`src/design/bba_pkg.sv`:
```
`default_nettype none
package bba_pkg;

    localparam int MAP_BLOCKS   = 4096;
    localparam int WORD_BITS    = 8;
    localparam int ROW_BITS     = 64;
    localparam int MAP_ROWS     = MAP_BLOCKS / ROW_BITS;
    localparam int ROW_IDX_W    = $clog2(MAP_ROWS);
    localparam int BIT_IDX_W    = $clog2(ROW_BITS);
    localparam int BLOCK_W      = 12;
    localparam int LIMIT_W      = 13;
    localparam int CMD_W        = 2;
    localparam int STATUS_W     = 2;

    localparam logic [LIMIT_W-1:0] LIMIT_RESET = LIMIT_W'(4096);
    localparam logic [LIMIT_W-1:0] LIMIT_MAX   = LIMIT_W'(MAP_BLOCKS);

    localparam logic [CMD_W-1:0] CMD_ALLOC   = 2'd0;
    localparam logic [CMD_W-1:0] CMD_RELEASE = 2'd1;
    localparam logic [CMD_W-1:0] CMD_MARK    = 2'd2;

    localparam logic [STATUS_W-1:0] ST_OK    = 2'd0;
    localparam logic [STATUS_W-1:0] ST_FULL  = 2'd1;
    localparam logic [STATUS_W-1:0] ST_RANGE = 2'd2;

    typedef struct packed {
        logic [CMD_W-1:0]   command;
        logic [BLOCK_W-1:0] block;
    } t_req;

    typedef struct packed {
        logic [BLOCK_W-1:0]  granted_block;
        logic [STATUS_W-1:0] status;
    } t_rsp;

    typedef struct packed {
        logic                 rd_en;
        logic [ROW_IDX_W-1:0] rd_addr;
        logic                 wr_en;
        logic [ROW_IDX_W-1:0] wr_addr;
        logic [ROW_BITS-1:0]  wr_data;
    } t_map_ctl;

    typedef enum logic [1:0] {
        S_IDLE,
        S_SCAN,
        S_RMW
    } t_state;

endpackage
`default_nettype wire

```
`src/design/bitmap_block_allocator_unit.sv`:
```
// Allocate: busy while rows are scanned (1..64 rows); the result strobe comes in the cycle after the last busy one.
// Release / mark-used: busy in the RMW state only; out of range or unused command: never busy.
// Rate is set by the row scan: one 64-block row of the map per cycle, one memory read port.
// Reset (synchronous, active low) clears row valid bits at once, so the map reads as
// all free with no clearing pass; the limit returns to 4096. Results cannot be stalled.
`default_nettype none
module bitmap_block_allocator_unit (
    input  wire logic                         i_clk,
    input  wire logic                         i_rst_n,
    input  wire logic                         i_start,
    output logic                              o_busy,
    input  wire bba_pkg::t_req                i_req,
    output logic                              o_strobe,
    output bba_pkg::t_rsp                     o_rsp,
    input  wire logic                         i_cfg_we,
    input  wire logic [bba_pkg::LIMIT_W-1:0]  i_cfg_wdata
);

    bba_pkg::t_state r_state, n_state;
    logic [bba_pkg::CMD_W-1:0]     r_cmd;
    logic [bba_pkg::BLOCK_W-1:0]   r_block;
    logic [bba_pkg::ROW_IDX_W-1:0] r_row, n_row;
    logic [bba_pkg::LIMIT_W-1:0]   r_limit;
    logic                          r_strobe, n_strobe;
    bba_pkg::t_rsp                 r_rsp, n_rsp;

    bba_pkg::t_map_ctl             map_ctl;
    logic [bba_pkg::ROW_BITS-1:0]  rd_data;
    logic [bba_pkg::LIMIT_W-1:0]   eff_limit;
    logic                          accept;
    logic                          is_alloc;
    logic                          is_update;
    logic                          in_range;
    logic                          scan_hit;
    logic [bba_pkg::BIT_IDX_W-1:0] scan_bit;
    logic                          scan_last;
    logic [bba_pkg::ROW_BITS-1:0]  upd_bit;

    // saturate the limit to the map size
    assign eff_limit = (r_limit > bba_pkg::LIMIT_MAX) ? bba_pkg::LIMIT_MAX : r_limit;

    assign accept    = i_start && (r_state == bba_pkg::S_IDLE);
    assign is_alloc  = (i_req.command == bba_pkg::CMD_ALLOC);
    assign is_update = (i_req.command == bba_pkg::CMD_RELEASE) ||
                       (i_req.command == bba_pkg::CMD_MARK);
    assign in_range  = ({1'b0, i_req.block} < eff_limit);

    // one-hot of the block bit inside its row for release / mark-used
    assign upd_bit = bba_pkg::ROW_BITS'(1) << r_block[bba_pkg::BIT_IDX_W-1:0];

    bba_map_ram u_map (
        .i_clk     (i_clk),
        .i_rst_n   (i_rst_n),
        .i_ctl     (map_ctl),
        .o_rd_data (rd_data)
    );

    bba_scan_unit u_scan (
        .i_row_data (rd_data),
        .i_row      (r_row),
        .i_limit    (eff_limit),
        .o_hit      (scan_hit),
        .o_bit      (scan_bit),
        .o_last     (scan_last)
    );

    // Next state: hold in SCAN until a free block turns up or the limit is reached.
    always_comb begin
        n_state = r_state;
        unique case (r_state)
            bba_pkg::S_IDLE: begin
                if (accept) begin
                    if (is_alloc) begin
                        n_state = bba_pkg::S_SCAN;
                    end else if (is_update && in_range) begin
                        n_state = bba_pkg::S_RMW;
                    end
                end
            end
            bba_pkg::S_SCAN: begin
                if (scan_hit || scan_last) begin
                    n_state = bba_pkg::S_IDLE;
                end
            end
            bba_pkg::S_RMW: begin
                n_state = bba_pkg::S_IDLE;
            end
            default: begin
                n_state = bba_pkg::S_IDLE;
            end
        endcase
    end

    // Outputs: map reads and writes, row pointer, next result.
    always_comb begin
        map_ctl  = '0;
        n_row    = r_row;
        n_strobe = 1'b0;
        n_rsp    = '0;
        unique case (r_state)
            bba_pkg::S_IDLE: begin
                n_row = '0;
                if (accept) begin
                    if (is_alloc) begin
                        // fetch row 0; the scan starts next cycle
                        map_ctl.rd_en   = 1'b1;
                        map_ctl.rd_addr = '0;
                    end else if (is_update && in_range) begin
                        map_ctl.rd_en   = 1'b1;
                        map_ctl.rd_addr =
                            i_req.block[bba_pkg::BLOCK_W-1:bba_pkg::BIT_IDX_W];
                    end else if (is_update) begin
                        n_strobe     = 1'b1;
                        n_rsp.status = bba_pkg::ST_RANGE;
                    end else begin
                        // unused command: report ok, change nothing
                        n_strobe     = 1'b1;
                        n_rsp.status = bba_pkg::ST_OK;
                    end
                end
            end
            bba_pkg::S_SCAN: begin
                if (scan_hit) begin
                    // claim the block: clear its bit in the row just read
                    map_ctl.wr_en   = 1'b1;
                    map_ctl.wr_addr = r_row;
                    map_ctl.wr_data = rd_data &
                                      ~(bba_pkg::ROW_BITS'(1) << scan_bit);
                    n_strobe            = 1'b1;
                    n_rsp.status        = bba_pkg::ST_OK;
                    n_rsp.granted_block = {r_row, scan_bit};
                end else if (scan_last) begin
                    n_strobe     = 1'b1;
                    n_rsp.status = bba_pkg::ST_FULL;
                end else begin
                    // advance: fetch the next row while this one is checked
                    map_ctl.rd_en   = 1'b1;
                    map_ctl.rd_addr = r_row + bba_pkg::ROW_IDX_W'(1);
                    n_row           = r_row + bba_pkg::ROW_IDX_W'(1);
                end
            end
            bba_pkg::S_RMW: begin
                map_ctl.wr_en   = 1'b1;
                map_ctl.wr_addr = r_block[bba_pkg::BLOCK_W-1:bba_pkg::BIT_IDX_W];
                map_ctl.wr_data = (r_cmd == bba_pkg::CMD_RELEASE) ?
                                  (rd_data | upd_bit) : (rd_data & ~upd_bit);
                n_strobe        = 1'b1;
                n_rsp.status    = bba_pkg::ST_OK;
            end
            default: begin
                n_row = '0;
            end
        endcase
    end

    always_ff @(posedge i_clk) begin
        if (!i_rst_n) begin
            r_state  <= bba_pkg::S_IDLE;
            r_strobe <= 1'b0;
            r_limit  <= bba_pkg::LIMIT_RESET;
        end else begin
            r_state  <= n_state;
            r_strobe <= n_strobe;
            if (i_cfg_we) begin
                r_limit <= i_cfg_wdata;
            end
        end
    end

    // payload registers: no reset needed
    always_ff @(posedge i_clk) begin
        r_row <= n_row;
        r_rsp <= n_rsp;
        if (accept) begin
            r_cmd   <= i_req.command;
            r_block <= i_req.block;
        end
    end

    assign o_busy   = (r_state != bba_pkg::S_IDLE);
    assign o_strobe = r_strobe;
    assign o_rsp    = r_rsp;

endmodule
`default_nettype wire

```
`src/design/bba_map_ram.sv`:
```
`default_nettype none
module bba_map_ram (
    input  wire logic                         i_clk,
    input  wire logic                         i_rst_n,
    input  wire bba_pkg::t_map_ctl            i_ctl,
    output logic [bba_pkg::ROW_BITS-1:0]      o_rd_data
);

    logic [bba_pkg::ROW_BITS-1:0] r_mem [bba_pkg::MAP_ROWS];
    logic [bba_pkg::MAP_ROWS-1:0] r_valid;
    logic [bba_pkg::ROW_BITS-1:0] r_rd_raw;
    logic                         r_rd_valid;

    // a row never written reads as all free
    always_ff @(posedge i_clk) begin
        if (!i_rst_n) begin
            r_valid <= '0;
        end else if (i_ctl.wr_en) begin
            r_valid[i_ctl.wr_addr] <= 1'b1;
        end
    end

    always_ff @(posedge i_clk) begin
        if (i_ctl.wr_en) begin
            r_mem[i_ctl.wr_addr] <= i_ctl.wr_data;
        end
    end

    always_ff @(posedge i_clk) begin
        if (i_ctl.rd_en) begin
            r_rd_raw   <= r_mem[i_ctl.rd_addr];
            r_rd_valid <= r_valid[i_ctl.rd_addr];
        end
    end

    assign o_rd_data = r_rd_valid ? r_rd_raw : '1;

endmodule
`default_nettype wire

```
`src/design/bba_scan_unit.sv`:
```
`default_nettype none
module bba_scan_unit (
    input  wire logic [bba_pkg::ROW_BITS-1:0]  i_row_data,
    input  wire logic [bba_pkg::ROW_IDX_W-1:0] i_row,
    input  wire logic [bba_pkg::LIMIT_W-1:0]   i_limit,
    output logic                               o_hit,
    output logic [bba_pkg::BIT_IDX_W-1:0]      o_bit,
    output logic                               o_last
);

    logic [bba_pkg::LIMIT_W-1:0]  base;
    logic [bba_pkg::LIMIT_W-1:0]  top;
    logic [bba_pkg::LIMIT_W-1:0]  rem;
    logic [bba_pkg::ROW_BITS-1:0] mask;
    logic [bba_pkg::ROW_BITS-1:0] masked;

    assign base = {1'b0, i_row, {bba_pkg::BIT_IDX_W{1'b0}}};
    assign top  = base + bba_pkg::LIMIT_W'(bba_pkg::ROW_BITS);
    assign rem  = i_limit - base;

    // keep only blocks below the limit
    always_comb begin
        if (i_limit >= top) begin
            mask = '1;
        end else if (i_limit <= base) begin
            mask = '0;
        end else begin
            mask = (bba_pkg::ROW_BITS'(1) << rem[bba_pkg::BIT_IDX_W-1:0])
                   - bba_pkg::ROW_BITS'(1);
        end
    end

    assign masked = i_row_data & mask;
    assign o_hit  = |masked;
    assign o_last = (i_limit <= top);

    // lowest set bit wins
    always_comb begin
        o_bit = '0;
        for (int b = bba_pkg::ROW_BITS - 1; b >= 0; b--) begin
            if (masked[b]) begin
                o_bit = bba_pkg::BIT_IDX_W'(b);
            end
        end
    end

endmodule
`default_nettype wire

```
`config.mk`:
```
export PLATFORM = sky130hd
export DESIGN_NAME = bitmap_block_allocator_unit
export DESIGN_NICKNAME = d
export VERILOG_FILES = /design/src/design/bba_pkg.sv /design/src/design/bitmap_block_allocator_unit.sv /design/src/design/bba_map_ram.sv /design/src/design/bba_scan_unit.sv
export SDC_FILE = /design/constraint.sdc
export NUM_CORES = 2
export LEC_CHECK = 0
export BUFFER_PORTS_ARGS = -buffer_cell sky130_fd_sc_hd__buf_2
export CORE_UTILIZATION = 35
export DETAILED_ROUTE_END_ITERATION = 7
export HOLD_SLACK_MARGIN = 0.08
export SLEW_MARGIN = 0
export SYNTH_ARGS = -nofsm -noshare
export SYNTH_HDL_FRONTEND = slang
export SYNTH_SLANG_ARGS = --single-unit
```
`constraint.sdc`:
```
create_clock -name i_clk -period 16.5 [get_ports i_clk]
set_input_delay 3.3 -clock i_clk [delete_from_list [all_inputs] [get_ports i_clk]]
set_output_delay 3.3 -clock i_clk [all_outputs]
set_load 0.02 [all_outputs]
```
==> qor.yml <==
grt_max_degree: 154
row_count: 258
hold_start: "u_map.r_valid[57]"
path_max_fanout: 91
switching_share_pct: 23.1
internal_power_mw: 17.5
grt_pass1_wl_um: 854000
final_cells: 20700
routed_wl_um: 612000
drv_cap: 0
grt_pass1_vias: 111000
grt-ovfl-total: 0
drc_errors: 11
synth-main-ff-cell: "edfxtp_1"
h-tree-depth: 5
cts-buffers-inserted: 424
dpl_cell_area_sq_um: 183000
worst_r2r_path_depth: 25
synth_top_area_cell: "edfxtp_1"
avgSynthCellArea_sq_um: 12.5
ys_types: 104
cts_resized: 0
worst_slew_pin_slew_ns: 1.27
worstPathArrival_ns: 11.12
r2r_end: "u_map.r_rd_raw[63]"
clockBufferDepth: 4
grt_setup_unrepaired: "no"
nets: 13900
fmax_mhz: 95.4
io_pins: 47
hp-class: "reg2reg"
ys_async_sr_fraction_pct: 0
ant_nets: 0
syn_area_sq_um: 174000
powerDensity_nw_per_um2: 116
yosys-top-cells-count: "edfxtp_1 (4181), nand2_1 (4128), nand3_1 (1970)"
crit_path_start_kind: "flop"
synth.most_common_cell: "edfxtp_1"
grt_usage_pct: 23.7
syn_nets: 14000
num_vias: 120000
fin_tns_setup_ns: 0
seqPwrFrac_pct: 52.5
vias_per_cell: 5.79
wl_per_cell_um: 29.5
worst_slack_ns: 6.02
finalCritPeriodShare_pct: 63.5
synth_top_area_share_pct: 72.3
ys_warn_count: 0
holdBufCountCts: 0
synth_area_leaders: "edfxtp_1 (72%), nand2_1 (8.9%), nand3_1 (5.7%), a21oi_1 (2.1%), buf_2 (1.2%)"
min_path_cells: 1
cp_num_buf_inv: 6
hpwl_um: 333000
reg2reg_from: "r_row[2]"
multi_input_area_sq_um: 43500
clk_pin_slew_worst_paths_ns: 0.07
p_clk_share_pct: 41.9
required_ns: 17.14
r2r_slack_ns: 6.02
cts_setup_buffers: 0
first_pass_iters: 8
finalSetupViolCount: 0
dp_slack_ns: 6.37
syn_inst: 13900
cp-startpoint: "r_row[2]"
fin_skew_ns: 0.0896
syn2layout_area_growth_pct: 13.0
max-slew-margin-rel_pct: 15.5
min_to: "u_map.r_valid[57]"
tritoncts: "built"
drt_iter0_markers: 19300
nFillCells: 45800
io_buffer_count: 46
critPathTopFamily: "simple AND/OR/NAND/NOR gates"
worstSetupEndpointType: "flop"
regArea_sq_um: 127000
antenna_found_initial: 43
hold_violations: 0
place_congestion: 1.01
die_h_um: 706
cts_root_buf: "clkbuf_16"
drive_above_1_share_pct: 8.61
power.total_mw: 22.7
slew_violations: 0
p_leak_nw: 67.5
die_area_sq_um: 499000
start_util_pct: 35.1
ys_ff_latch: 4275
dieWidth_um: 706
p_sw_mw: 5.25
status: "finished with violations"
violations: "design-rule violations"
crit_path_top_delay_cell: "nor4_1"
pwr-share-comb_pct: 5.6
fin_area_sq_um: 196000
ys_seq_area_share_pct: 73.4
critPathMaxStageDelay_ns: 0.87
ir_worst_vdd_mv: 0.101
cts.sink_count: 4275
clock_latency_ns: 1.02
crit_cells: 25
fin_crit_ns: 10.48
dpl.cell_count: 19900
worstSetupPathType: "reg2reg"
synth-edff-count: 4181
core_area_sq_um: 494000
[state kept, by name, summed over array words and instances (netlist names)]
register / cells
r_row: 6
u_map.r_rd_valid: 1
r_block: 12
o_rsp: 14
r_state: 2
o_strobe: 1
u_map.r_mem: 4096
u_map.r_rd_raw: 64
r_limit: 13
r_cmd: 2
u_map.r_valid: 64
[layout by cell type, fill, tap and decap left out, types with 128 or more instances in the layout]
master / n
a21oi_1: 723
nor4_1: 203
buf_4: 356
nor2_1: 192
a32oi_1: 128
nand2_1: 4124
and3_1: 146
clkbuf_16: 428
mux2i_1: 132
a31oi_1: 154
nand3_1: 1969
edfxtp_1: 4181
[through the flow]
stage | hold slack, ns | utilization (%)
floorplan | 0.436 | -
global placement | 0.446 | 37.0
detailed placement | 0.448 | 37.0
CTS | 0.462 | 39.7
global route | 0.479 | 39.7
finish | 0.465 | 39.7
[worst register-to-register path: cells and delay by family (launching register included)]
kind / cells / cell delay [ns]
DFF: 1 / 0.43
xor gates and xnor gates: 1 / 0.69
buffers and inverters: 6 / 2.65
adders and majority gates: 1 / 0.37
and+or+nand+nor: 12 / 4.41
AOI/OAI and AO/OA: 5 / 1.60
[how the worst max path moves through the flow]
stage | to | slack [ns]
after floorplan | u_map.r_rd_raw[0] | 6.73
after global placement | u_map.r_rd_raw[63] | 6.27
after detailed placement | u_map.r_rd_raw[63] | 6.37
after CTS | u_map.r_rd_raw[63] | 6.44
after global routing | u_map.r_rd_raw[63] | 5.76
final | u_map.r_rd_raw[63] | 6.02
[cells by family after synthesis]
| group | Yosys count | synth area share [%] |
|---|---|---|
| XOR/XNOR | 24 | 0.121 |
| flip-flops | 4275 | 73.4 |
| AND/OR/NAND/NOR | 7009 | 17.7 |
| multiplexers | 135 | 0.781 |
| AO/OA/AOI/OAI | 1505 | 5.37 |
| buffers and inverters | 943 | 2.46 |
| adder cells (fa/ha/maj) | 31 | 0.222 |
[power groups by stage]
stage / clock network (mW) / registers, mW / logic [mW]
6_report: 9.51 / 11.9 / 1.27
5_1_grt: 9.95 / 11.9 / 1.34
4_1_cts: 9.56 / 11.9 / 1.25
3_5_place_dp: 0 / 12.2 / 1.24
3_3_place_gp: 0 / 12.2 / 1.24
2_1_floorplan: 0 / 12.1 / 0.747
[cell type report]
class / count / share of cell area (%)
Antenna cell: 16 / 0.0204
Clock buffer: 539 / 5.70
Clock inverter: 240 / 1.15
Inverter: 37 / 0.0708
Multi-Input combinational cell: 8704 / 22.2
Sequential cell: 4275 / 65.0
Tap cell: 6500 / 4.15
Timing Repair Buffer: 432 / 1.79
[layer usage]
layer	GRT usage [%]	share of wire [%]	wire (um)
met5	0	0.016	98
met1	32.5	39	236000
met3	4.93	12	72500
met2	35.8	44	270000
met4	11.2	5.3	32400
(Power assumes the default switching activity.)
